File: src/rtl/assert_macros.svh
// ----------------------------------------------------------------------------
// assert_macros.svh
// Assertion wrappers for the RTL (used by ssm_tail). Define NO_ASSERTIONS to drop them.
// ----------------------------------------------------------------------------
`ifndef ASSERT_MACROS_SVH
`define ASSERT_MACROS_SVH

`ifndef NO_ASSERTIONS
// checked on every rising edge of clk outside reset
`define ASSERT_CLK(lbl, prop, msg) \
  lbl: assert property (@(posedge clk) disable iff (!rst_n) prop) else $error(msg);
// checked on every rising edge of clk, reset included
`define ASSERT_ALWAYS(lbl, prop, msg) \
  lbl: assert property (@(posedge clk) prop) else $error(msg);
`else
`define ASSERT_CLK(lbl, prop, msg)
`define ASSERT_ALWAYS(lbl, prop, msg)
`endif

`endif

File: src/rtl/ssm_pkg.sv
// ----------------------------------------------------------------------------
// ssm_pkg
// Types and constants of the sorted set membership unit.
// ----------------------------------------------------------------------------
package ssm_pkg;

  localparam int unsigned DEFAULT_CAPACITY = 1024;
  localparam int unsigned VALUE_W          = 32;

  typedef enum logic [1:0] {
    CMD_CLEAR  = 2'd0,
    CMD_INSERT = 2'd1,
    CMD_QUERY  = 2'd2
  } cmd_e;

  // item travelling down the chain of cells
  typedef struct packed {
    logic                       valid;
    cmd_e                       cmd;
    logic signed [VALUE_W-1:0]  value;
    logic                       found;
  } item_t;

endpackage

File: src/rtl/ssm_cell.sv
// ----------------------------------------------------------------------------
// ssm_cell
// One storage cell of the chain: holds one value and forwards the item.
// ----------------------------------------------------------------------------
module ssm_cell (
  input  logic          clk,
  input  logic          rst_n,
  input  logic          adv,
  input  ssm_pkg::item_t item_in,
  output ssm_pkg::item_t item_out
);
  import ssm_pkg::*;

  logic                      occ_r;
  logic                      occ_nxt;
  logic signed [VALUE_W-1:0] val_r;
  logic signed [VALUE_W-1:0] val_nxt;
  item_t                     item_r;
  item_t                     item_nxt;

  always_comb begin
    occ_nxt  = occ_r;
    val_nxt  = val_r;
    item_nxt = item_in;
    if (item_in.valid) begin
      unique case (item_in.cmd)
        CMD_CLEAR: begin
          occ_nxt = 1'b0;
        end
        CMD_INSERT: begin
          // first empty cell takes the value and consumes the item
          if (!occ_r) begin
            occ_nxt        = 1'b1;
            val_nxt        = item_in.value;
            item_nxt.valid = 1'b0;
          end
        end
        CMD_QUERY: begin
          item_nxt.found = item_in.found | (occ_r && (val_r == item_in.value));
        end
        default: ;
      endcase
    end
  end

  always_ff @(posedge clk) begin
    if (!rst_n) begin
      occ_r  <= 1'b0;
      item_r <= '0;
    end else if (adv) begin
      occ_r  <= occ_nxt;
      item_r <= item_nxt;
    end
  end

  always_ff @(posedge clk) begin
    if (adv) begin
      val_r <= val_nxt;
    end
  end

  assign item_out = item_r;

endmodule

File: config.mk
export PLATFORM = sky130hd
export DESIGN_NAME = ssm_cell
export DESIGN_NICKNAME = d
export VERILOG_FILES = /design/src/rtl/assert_macros.svh /design/src/rtl/ssm_pkg.sv /design/src/rtl/ssm_cell.sv
export SDC_FILE = /design/constraint.sdc
export NUM_CORES = 1
export LEC_CHECK = 0
export BUFFER_PORTS_ARGS = -buffer_cell sky130_fd_sc_hd__buf_4
export CAP_MARGIN = 5
export CORE_MARGIN = 10
export CORE_UTILIZATION = 40
export DETAILED_ROUTE_END_ITERATION = 8
export SYNTH_ARGS = -nofsm -noshare
export SYNTH_HDL_FRONTEND = slang
export SYNTH_SLANG_ARGS = --single-unit
File: constraint.sdc
create_clock -name clk -period 4.95 [get_ports clk]
set_input_delay 0.495 -clock clk [delete_from_list [all_inputs] [get_ports clk]]
set_output_delay 0.495 -clock clk [all_outputs]
set_load 0.005 [all_outputs]
### After elaboration in Yosys (flattened, before gate mapping)

Cells that the tools add are included.

* bits in registers: 69
* input port bits: 39
* output and inout bits: 36
* logic and storage cells: 22

* equal/unequal tests: 3
* muxes and demuxes: 6
* bitwise logic cells: 2
* reductions and logical operators: 5

Operators by type and width (count)
* $eq 32x32->1: 1
* $mux 1: 5
* $reduce_and 4->1: 1
* $reduce_and 3->1: 1
* $eq 2x1->1 const B: 1
* $eq 2x2->1 const B: 1
* $logic_not 2->1: 1
* $pmux 1 s2: 1
* $reduce_bool 2->1: 1
* $logic_and 1x1->1: 1
* $not 1->1: 1
* $or 1x1->1: 1

### Longest topological paths before layout

* depth in word-level cells: 5
* gate-level depth with buffers: 5
* mapped depth without buffers: 5

### Worst setup path after synthesis

Ideal clock, no wire load.

* kind: in2reg
* from: input port adv
* to: register val_r[0], enable pin
* library setup time: 0.421 ns
* data arrival time: 2.176 ns
* required time: 4.529 ns
* setup slack: 2.353 ns
* stages: 3
* path buffers: 1
* cells stage by stage: buf_4 nand3b_1 nor2_1

* cells in the longest elaborated chain, start to end: 1

RTL lines
* start, declared: line ssm_cell.sv:8 `input logic adv,`
* $reduce_and 4->1 (no line)
* end signal, assigned: line ssm_cell.sv:58 `val_r <= val_nxt;`
* end, declared: line ssm_cell.sv:16 `logic signed [VALUE_W-1:0] val_r;`

Every way passes these cells.
A chain may end at the register's enable or synchronous reset.

### Worst setup path in the final report

* from: input port adv
* to: register val_r[21], enable pin

The elaborated chain is that of the path after synthesis.

==> summary.txt <==
Floorplanning
  • Initial core utilization: 0.4087
  • Area of the die: between 0.01 and 0.015 mm^2
  • # rows: 30
  • Die span in y: 103.1 um
  • Chip width: 103.1 um
  • Area of the core region: 0.006756 mm^2
  • Number of top-level pins: 75

Worst setup path
  • Register-to-register setup slack: 3.35 ns
  • Worst EP arrival: 2.06 ns
  • Critical R2R Capture: val_r[21]$_DFFE_PP_
  • Startpoint of the worst-slack reg-to-reg timing path: occ_r$_SDFFE_PN0P_
  • Critical-path maximum fanout: 39
  • Required time at the endpoint of the critical path: 4.91 ns
  • Worst setup SP type: input port
  • Crit path launch: adv
  • Crit. End Element: flop
  • Worst setup path category: in2reg
  • Crit path to: val_r[21]$_DFFE_PP_
  • Number of cells traversed by the worst register-to-register path: 2

STA
  • Setup repair after global routing missed its margin: no
  • Number of hold violations in the final report: 0
  • Final period util: 0.4238
  • Final slew viol count: 0
  • Worst hold slack: 0.3542 ns
  • Setup-failing EPs final: 0
  • Worst-Margin Slew: about 0.9 ns
  • Maximum clock frequency: 0.4767 GHz
  • Final worst slack: roughly 2.9 ns
  • Worst rel slew slack: 0.4040
  • Time the final worst path needs with I/O delays and setup: between 2 and 2.5 ns
  • Post-route clock skew: 0.008865 ns
  • Fin Setup TNS: 0 ns

Pwr
  • Maximum ir drop on the vdd rail: 0.1866 mV
  • Leakage power of the design: 1.482 nW
  • Power per Cell Area: ~340 mW/mm^2

Yosys
  • Post-synth top area cell: edfxtp_1
  • Area share of the largest cell type after synthesis: 0.3480
  • Most repeated cell in the gate-level netlist after synthesis: dfxtp_1
  • Post-synthesis register bit count: 69
  • Unique cell type count in the Yosys netlist: 23
  • Post-synth EDFFs: 32
  • Syn Inst Count: a little under 200
  • Most area-consuming cells after synthesis: edfxtp_1 35%, dfxtp_1 27%, mux2i_1 13%
  • Most instantiated cells after synthesis: 37 x dfxtp_1, 36 x nor2b_1, 35 x mux2i_1, 32 x edfxtp_1, 23 x xor2_1
  • Area of the mapped netlist: roughly 0.0028 mm^2
  • Post-Synthesis Mean Instance Area: 13.88 um^2
  • Warnings, synthesis: 0
  • Ys flop type: dfxtp_1
  • Synthesized net count: 238
  • Share of synthesized flip-flops with an asynchronous set or reset: 0
  • Sequential element share of the synthesized area: 0.6162

Global route
  • Wire length of the first global-routing pass: 9.032 mm
  • Largest net degree at the start of global routing: 40
  • Congestion Overflow GR: 0
  • Total GRT Usage: 0.1123
  • Number of global-route vias before repair: 1811
  • Initial antenna violation count: 0

CTS
  • Clock tree from TritonCTS: built
  • Number of buffers created by CTS: 9
  • CTS root buf: clkbuf_8
  • Total of hold buffers inserted after clock tree synthesis: 0
  • H-tree depth: 3
  • Worst skew pair latency: 0.34 ns
  • Count of cells resized by post-cts repair: 0
  • Clock edge transition at the registers on the reported setup and hold paths: approximately 0.070 ns
  • Setup Fix Bufs, Post-CTS: 0
  • Number of clock sinks: 69
  • Clock Path Buffers: 2

Finish
  • Ant. Diodes: 0
  • Total of fill cells in the finished design: 600
  • Final core utilization: 0.5311
  • Share of post-route cells with drive strength above 1: 0.3298
  • Final net count: 316
  • Synth-to-layout area growth: 29.95%

Detailed routing
  • Post-detailed-route DRC marker count: 0
  • First-pass iteration count of the detailed router: 4
  • Starting DRC count in detailed routing: 47
  • Routed Wire Length: between 5 and 6 mm
  • Via count: 1703
  • Vias per cell: 4.704
  • Average wire length per cell after detail routing: around 16 um
  • Number of antenna-violating nets in the routed design: 0

Placement
  • Worst slack after detailed placement: 2.480 ns
  • Dpl hpwl: 3.986 mm
  • Routability congestion estimate from global placement: about 0.65
  • Number of buffers added on ports: 74

Run
  • Maximum capacitance violations: 0

Worst hold path
  • Worst hold path type: in2reg

Run status
  • Run status: finished, final reports clean
[placed cells by master, fill, tap and decap left out, drive strengths merged]
cell type	instances
a21boi	1
nor3	1
nand4b	1
dfxtp	37
nand4	4
xnor2	9
clkbuf	15
edfxtp	32
bufinv	1
xor2	23
nand2b	2
nand3b	1
buf	74
nor2	1
mux2i	35
o21ai	1
nor2b	36
o211ai	1
o22ai	1
nor4	6
[sequential cells by signal, indices dropped and copies added (netlist names)]
name and count:
val_r 32, occ_r 1, item_out 36
[per-layer routing]
layer	vias up	routed length [um]	global-route usage
met4	0	101	0.06096
li1	854	-	-
met3	9	643	0.05898
met2	57	2456	0.1604
met1	783	2476	0.1328
met5	-	0	0
[critical path: stages]
cell	delay, ns
buf_4	0.50
nand3b_1	0.26
nor2_4	0.75
[cell type report]
| cell class | count | area [um^2] | area share |
|---|---|---|---|
| sequential | 69 | 1702 | 0.4742 |
| timing repair buffer | 74 | 555.5 | 0.1548 |
| tap | 80 | 100.1 | 0.02789 |
| clock buffer | 15 | 176.4 | 0.04916 |
| clock inverter | 1 | 30.03 | 0.008368 |
| multi-input combinational | 123 | 1025 | 0.2856 |
[worst min-delay path by stage]
stage / from / to / slack, ns / cells past startpoint
floorplan: item_out[35]$_SDFFE_PN0P_ / item_out[35]$_SDFFE_PN0P_ / 0.47 / 2
global placement: item_out[35]$_SDFFE_PN0P_ / item_out[35]$_SDFFE_PN0P_ / 0.47 / 2
detailed placement: item_out[35]$_SDFFE_PN0P_ / item_out[35]$_SDFFE_PN0P_ / 0.47 / 2
CTS: item_in[12] / val_r[11]$_DFFE_PP_ / 0.34 / 1
global route: item_in[2] / val_r[1]$_DFFE_PP_ / 0.34 / 1
finish: item_in[12] / val_r[11]$_DFFE_PP_ / 0.35 / 1
[kinds of logic (layout without fill, tap and decap cells)]
group	count (synthesis)	after routing	share of synthesized area
AOI/OAI and AO/OA	4	4	0.01224
xor gates and xnor gates	32	32	0.1015
buffers and inverters	7	90	0.01540
DFF	69	69	0.6162
muxes	35	35	0.1269
and+or+nand+nor	52	52	0.1278
[per-stage QoR]
| step | instances | cell area [um^2] | total power [W] |
|---|---|---|---|
| 2_1_floorplan | 199 | 2761 | 0.0007014 |
| 3_3_place_gp | 346 | 3382 | 0.0007718 |
| 3_5_place_dp | 346 | 3382 | 0.0007733 |
| 4_1_cts | 362 | 3588 | 0.001247 |
| 5_1_grt | 362 | 3588 | 0.001283 |
| 6_report | 362 | 3588 | 0.001231 |
[report_power, final]
group	internal [W]	total [W]	switching [W]	leakage (nW)
clock network	0.000275	0.000473	0.000198	0.104
logic	0.0000715	0.000128	0.0000562	0.782
registers	0.000619	0.000630	0.0000106	0.596
(Power assumes the default switching activity.)
