## src/rtl/assert_macros.svh

```systemverilog
// ----------------------------------------------------------------------------
// assert_macros.svh
// Assertion wrappers for the RTL (used by ssm_tail). Define NO_ASSERTIONS to drop them.
// ----------------------------------------------------------------------------
`ifndef ASSERT_MACROS_SVH
`define ASSERT_MACROS_SVH

`ifndef NO_ASSERTIONS
// checked on every rising edge of clk outside reset
`define ASSERT_CLK(lbl, prop, msg) \
  lbl: assert property (@(posedge clk) disable iff (!rst_n) prop) else $error(msg);
// checked on every rising edge of clk, reset included
`define ASSERT_ALWAYS(lbl, prop, msg) \
  lbl: assert property (@(posedge clk) prop) else $error(msg);
`else
`define ASSERT_CLK(lbl, prop, msg)
`define ASSERT_ALWAYS(lbl, prop, msg)
`endif

`endif

```

## src/rtl/ssm_pkg.sv

```systemverilog
// ----------------------------------------------------------------------------
// ssm_pkg
// Types and constants of the sorted set membership unit.
// ----------------------------------------------------------------------------
package ssm_pkg;

  localparam int unsigned DEFAULT_CAPACITY = 1024;
  localparam int unsigned VALUE_W          = 32;

  typedef enum logic [1:0] {
    CMD_CLEAR  = 2'd0,
    CMD_INSERT = 2'd1,
    CMD_QUERY  = 2'd2
  } cmd_e;

  // item travelling down the chain of cells
  typedef struct packed {
    logic                       valid;
    cmd_e                       cmd;
    logic signed [VALUE_W-1:0]  value;
    logic                       found;
  } item_t;

endpackage

```

## src/rtl/ssm_tail.sv

```systemverilog
// ----------------------------------------------------------------------------
// ssm_tail
// End of the chain: sticky overflow flag and the result register.
// ----------------------------------------------------------------------------
`include "assert_macros.svh"

module ssm_tail (
  input  logic           clk,
  input  logic           rst_n,
  input  ssm_pkg::item_t item_in,
  output logic           adv,
  output logic           out_valid,
  input  logic           out_ready,
  output logic           out_found,
  output logic           out_overflowed
);
  import ssm_pkg::*;

  logic ovf_r;
  logic ovf_nxt;
  logic out_valid_r;
  logic out_valid_nxt;
  logic found_r;
  logic found_nxt;
  logic oflow_r;
  logic oflow_nxt;

  // chain stalls only when a query must load a still-occupied result register
  assign adv = !(item_in.valid && (item_in.cmd == CMD_QUERY) && out_valid_r && !out_ready);

  always_comb begin
    ovf_nxt       = ovf_r;
    out_valid_nxt = out_valid_r && !out_ready;
    found_nxt     = found_r;
    oflow_nxt     = oflow_r;
    if (adv && item_in.valid) begin
      unique case (item_in.cmd)
        CMD_CLEAR: begin
          ovf_nxt = 1'b0;
        end
        CMD_INSERT: begin
          // an insert that got here found no free cell
          ovf_nxt = 1'b1;
        end
        CMD_QUERY: begin
          out_valid_nxt = 1'b1;
          found_nxt     = item_in.found;
          oflow_nxt     = ovf_r;
        end
        default: ;
      endcase
    end
  end

  always_ff @(posedge clk) begin
    if (!rst_n) begin
      ovf_r       <= 1'b0;
      out_valid_r <= 1'b0;
    end else begin
      ovf_r       <= ovf_nxt;
      out_valid_r <= out_valid_nxt;
    end
  end

  always_ff @(posedge clk) begin
    found_r <= found_nxt;
    oflow_r <= oflow_nxt;
  end

  assign out_valid      = out_valid_r;
  assign out_found      = found_r;
  assign out_overflowed = oflow_r;

  `ASSERT_CLK(a_clear_drops_ovf,
    (adv && item_in.valid && item_in.cmd == CMD_CLEAR) |=> !ovf_r,
    "overflow flag survived a clear")
  `ASSERT_CLK(a_drop_sets_ovf,
    (adv && item_in.valid && item_in.cmd == CMD_INSERT) |=> ovf_r,
    "dropped insert did not raise overflow")
  `ASSERT_CLK(a_query_loads_result,
    (adv && item_in.valid && item_in.cmd == CMD_QUERY) |=> out_valid_r,
    "query left the chain without a result")
  `ASSERT_CLK(a_stall_only_when_full,
    !adv |-> (out_valid_r && !out_ready),
    "chain stalled with a free result register")

endmodule

```

## config.mk

```make
export PLATFORM = sky130hd
export DESIGN_NAME = ssm_tail
export DESIGN_NICKNAME = d
export VERILOG_FILES = /design/src/rtl/ssm_pkg.sv /design/src/rtl/ssm_tail.sv
export VERILOG_INCLUDE_DIRS = /design/src /design/src/rtl
export SDC_FILE = /design/constraint.sdc
export NUM_CORES = 1
export LEC_CHECK = 0
export BUFFER_PORTS_ARGS = -buffer_cell sky130_fd_sc_hd__buf_2
export CAP_MARGIN = 10
export CORE_AREA = 2 2 39 41
export DETAILED_ROUTE_END_ITERATION = 12
export DIE_AREA = 0 0 41 43
export GPL_TIMING_DRIVEN = 1
export PLACE_DENSITY_LB_ADDON = 0.05
export SKIP_LAST_GASP = 1
export SYNTH_ARGS = -nofsm -noshare
export SYNTH_HDL_FRONTEND = slang
export SYNTH_SLANG_ARGS = --single-unit
```

## constraint.sdc

```tcl
create_clock -name clk -period 1 [get_ports clk]
set_input_delay 0.05 -clock clk [delete_from_list [all_inputs] [get_ports clk]]
set_output_delay 0.05 -clock clk [all_outputs]
set_load 0.005 [all_outputs]
```

# [Word-level counts from Yosys, hierarchy flattened]
# Index checks and enable logic that the tools add are counted.
[op_classes] n_eq_ne=2 mux=3 reduce_logical=11
[ops] op="logical AND 1 bit" n=5
[ops] op="AND reduction 2 bit" n=2
[ops] op="== test 2 x 1 -> 1 bit (second input constant)" n=1
[ops] op="== test 2 bit (second input constant)" n=1
[ops] op="zero test 1 bit" n=2
[ops] op="zero test 2 bit" n=1
[ops] op="2-to-1 mux 1 bit" n=2
[ops] op="case mux 1 bit (2 select lines)" n=1
[ops] op="nonzero test 2 bit" n=1
[word_totals] regBits=4 in_bits=39 output_inout_bits=4 elab_cells=20

# [Depth between registers and ports, before layout]
[logic_depth] word_depth=7 depth_mapped=2 mapped_depth_nobuf=2

# [Worst setup path after synthesis]
# No wires, ideal clock.
[synth_timing] kind="flip-flop to flip-flop" from="reg out_valid_r, in the netlist out_valid" to="reg found_r, in the netlist out_found, enable pin" setup_time_ns=0.310 t_arrival_ns=0.552 slack_ns=0.138 stages_incl_launch_ff=3 synth_period_minus_slack_ns=0.862 path_cell_list="dfxtp_1 -> nand2b_1 -> nor2b_1"
[synth_between] elab_chain_cells=5
[synth_rtl] item="start: declaration" line_no="ssm_tail.sv:21" source="logic out_valid_r;"
[synth_rtl] item="start signal: assignment" line_no="ssm_tail.sv:61" source="out_valid_r <= out_valid_nxt;"
[synth_rtl] item="logical AND 1 bit (2 in series)" line_no="ssm_tail.sv:29" source="assign adv = !(item_in.valid && (item_in.cmd == CMD_QUERY) && out_valid_r && !out_ready);"
[synth_rtl] item="zero test 1 bit" line_no="ssm_tail.sv:29"
[synth_rtl] item="logical AND 1 bit" line_no="ssm_tail.sv:36" source="if (adv && item_in.valid) begin"
[synth_rtl] item="AND reduction 2 bit (no source line)"
[synth_rtl] item="end signal: assignment" line_no="ssm_tail.sv:66" source="found_r <= found_nxt;"
[synth_rtl] item="end: declaration" line_no="ssm_tail.sv:23" source="logic found_r;"
# Every way passes these cells.
# A chain may end at the register's enable or synchronous reset.

# [Worst setup path after layout]
[layout_timing] from="reg out_valid_r, in the netlist out_valid" to="out adv"
[layout_between] elab_chain_cells=3
[layout_rtl] item="logical AND 1 bit (2 in series)" line_no="ssm_tail.sv:29"
[layout_rtl] item="zero test 1 bit" line_no="ssm_tail.sv:29"
[layout_rtl] item="end: declaration" line_no="ssm_tail.sv:11" source="output logic adv,"
# Every way passes these cells.

==> results by group <==
Clocking
  – Clock Latency Late Sink: 0.23 ns
  – Root cell of the clock tree: clkbuf_4
  – Maximum clock path buffer count: 2
  – Clock sink count: 4
  – Num CTS Buffers: 3
  – H-tree Lvls: 1
  – Register clock-pin slew on the reported worst setup and hold paths: 0.04 ns
  – CTS tree: done

Route
  – Vias: 147
  – DRC: 0
  – DRT iter0 DRCs: 3
  – Router iterations before antenna repair: 2
  – DRT Wirelength: 348 um
  – Avg WL per Cell: 8.09 um
  – Antenna Violating Nets Remaining: 0
  – Vias per std cell: 3.42

Global route
  – Vias in the first global route: 165
  – Grt ovf: 0
  – Initial antenna violation count: 0
  – First-pass GRT wire length: 558 um
  – Largest net degree at the start of global routing: 4
  – All-layer global routing usage: 0.0514

STA
  – Final min period: 0.991 ns
  – RSZ-0062 raised after global routing: true
  – Setup ws final: 0.00855 ns
  – Slew HR: 0.884
  – Max-slew violations: 0
  – Clock skew: 0.00183 ns
  – Hold Fails Final Rpt: 0
  – Slew at the pin closest to its max-slew limit: 0.174 ns
  – Crit share post-route: 0.991
  – Final setup viols: 0
  – Max Clock Freq: 1.01 GHz
  – Final setup TNS: 0 ns

Worst setup path
  – Reg2reg setup slack: 0.11 ns
  – Crit path launch type: register
  – CP top delay family: flip-flops
  – Worst Path Required: 0.95 ns
  – CP endpoint kind: primary output
  – Worst path slowest cell: dfxtp_2
  – Crit path cell chain: nand2b_1 > or2_1 > buf_2
  – Buffers & Inverters on Critical Path: 1
  – Crit path max fanout: 3
  – Largest stage delay on the critical path: 0.31 ns
  – Worst path arrival time: 0.94 ns
  – Worst Setup Path Type: reg -> out

Cells and area
  – Final non-filler cell total: 43
  – Final nets: 68
  – Leading cell type in the layout, fill and taps excluded: buf_2
  – Layout area overhead: 65.9%
  – Layout cell share with drive strength beyond 1: 0.519
  – Most frequent cells in the layout: buf_2 (10), clkbuf_4 (3), nor2b_1 (2), nand2_1 (2), edfxtp_1 (2)
  – ANT cells: 0

Hold path
  – Hold Crit Class: in -> reg

Outcome
  – Status: finished, final reports clean

Synthesis
  – Register area share after synthesis: 0.635
  – YS warnings: 0
  – Unique masters post-synth: 9
  – Synth Register Bits: 4
  – Post-Syn Area: 158 um2
  – Syn avg cell area: 12.1 um2
  – Syn_nets: 52
  – Share of the synthesized area in the top cell type: 0.381
  – Synth area leaders: edfxtp_1 (38%), dfxtp_1 (25%), nor2b_1 (7.9%), mux2i_1 (6.3%), a21boi_0 (4.8%)
  – Cells after Synth: 13
  – Synth area leader: edfxtp_1

Placed design
  – Number of I/O port buffers: 10
  – Setup WS pre-CTS: 0.104 ns
  – Post-DP HPWL: 276 um
  – Post-Place Cells: 39
  – Placer Congestion: 0.591

Floorplanning
  – Initial Util: 0.114
  – Total I/O pin count: 43
  – Area of the core: 1380 um2
  – Die Wd: 41 um
  – DIE HEIGHT: 43 um
  – Cell Rows: 14
  – Die ar.: 1760 um2

Pwr
  – Leakage power: 0.109 nW
  – PwrDens: 1590 nW/um2
  – Peak VDD IR: 0.000317 V

Run
  – MaxCap Viol Count: 0
## state kept, by name (all words and copies together), names as in the netlist
name	cells
out_found	1
out_overflowed	1
ovf_r	1
out_valid	1
## metal layers
| metal | routed length [um] | global-route usage | vias up |
|---|---|---|---|
| met3 | 29 | 0.0157 | 0 |
| met2 | 191 | 0.0656 | 8 |
| met5 | 0 | 0 | - |
| met1 | 126 | 0.0489 | 67 |
| li1 | - | - | 72 |
| met4 | 0 | 0.0800 | 0 |
## per-stage QoR
step           instance area (um2)  hold slack, ns   util  power [mW]
6_report                       262          0.0742  0.189       0.415
2_1_floorplan                  158           0.149      -       0.195
5_1_grt                        262          0.0845  0.189       0.438
3_3_place_gp                   228           0.231  0.165       0.213
4_1_cts                        262          0.0695  0.189       0.429
3_5_place_dp                   228           0.237  0.165       0.214
## synth_stat cells, drive strengths merged
cell type,number
nand2b,1
dfxtp,2
nand3b,1
nand2,2
mux2i,1
or2,1
a21boi,1
nor2b,2
edfxtp,2
## power by group
| part | total (mW) | leakage, nW | internal (mW) | switching [mW] |
|---|---|---|---|---|
| Sequential | 0.182 | 0.0351 | 0.180 | 0.00212 |
| Combinational | 0.0320 | 0.0600 | 0.0196 | 0.0123 |
| Clock | 0.201 | 0.0138 | 0.134 | 0.0668 |
| Total | 0.415 | 0.109 | 0.334 | 0.0812 |
## cell families (layout without fill, tap and decap cells)
family,after synthesis,after routing,synth area share
buffers and inverters,0,14,0
AND/OR/NAND/NOR,7,7,0.254
multiplexers,1,1,0.0635
AO/OA/AOI/OAI,1,1,0.0476
flip-flops,4,4,0.635
## layout make-up
class / instances / area (um2)
Sequential cell: 4 / 101
Tap cell: 16 / 20.0
Multi-Input combinational cell: 9 / 57.6
Timing Repair Buffer: 11 / 60.1
Clock buffer: 3 / 22.5
Fill cell: 165 / 1120
## final timing paths
path / startpoint / endpoint / depth (start not counted)
max: out_valid / adv / 3
min: item_in[33] / ovf_r / 3
max reg2reg: out_valid / out_found / 2
min reg2reg: ovf_r / out_overflowed / 0
## worst register-to-register path: cells and delay by family (launching register included)
family,cells,cell delay [ns]
and+or+nand+nor,2,0.28
DFF,1,0.31
## timing repair
item	in CTS	in global routing
buffers inserted	0	0
endpoints found under the setup margin	1	1
hold buffers	1	0
hold endpoints to repair	1	0
gates cloned	0	0
pin swaps	1	0
gates resized for setup	1	0
No activity file was read; power rests on OpenSTA's default activity.
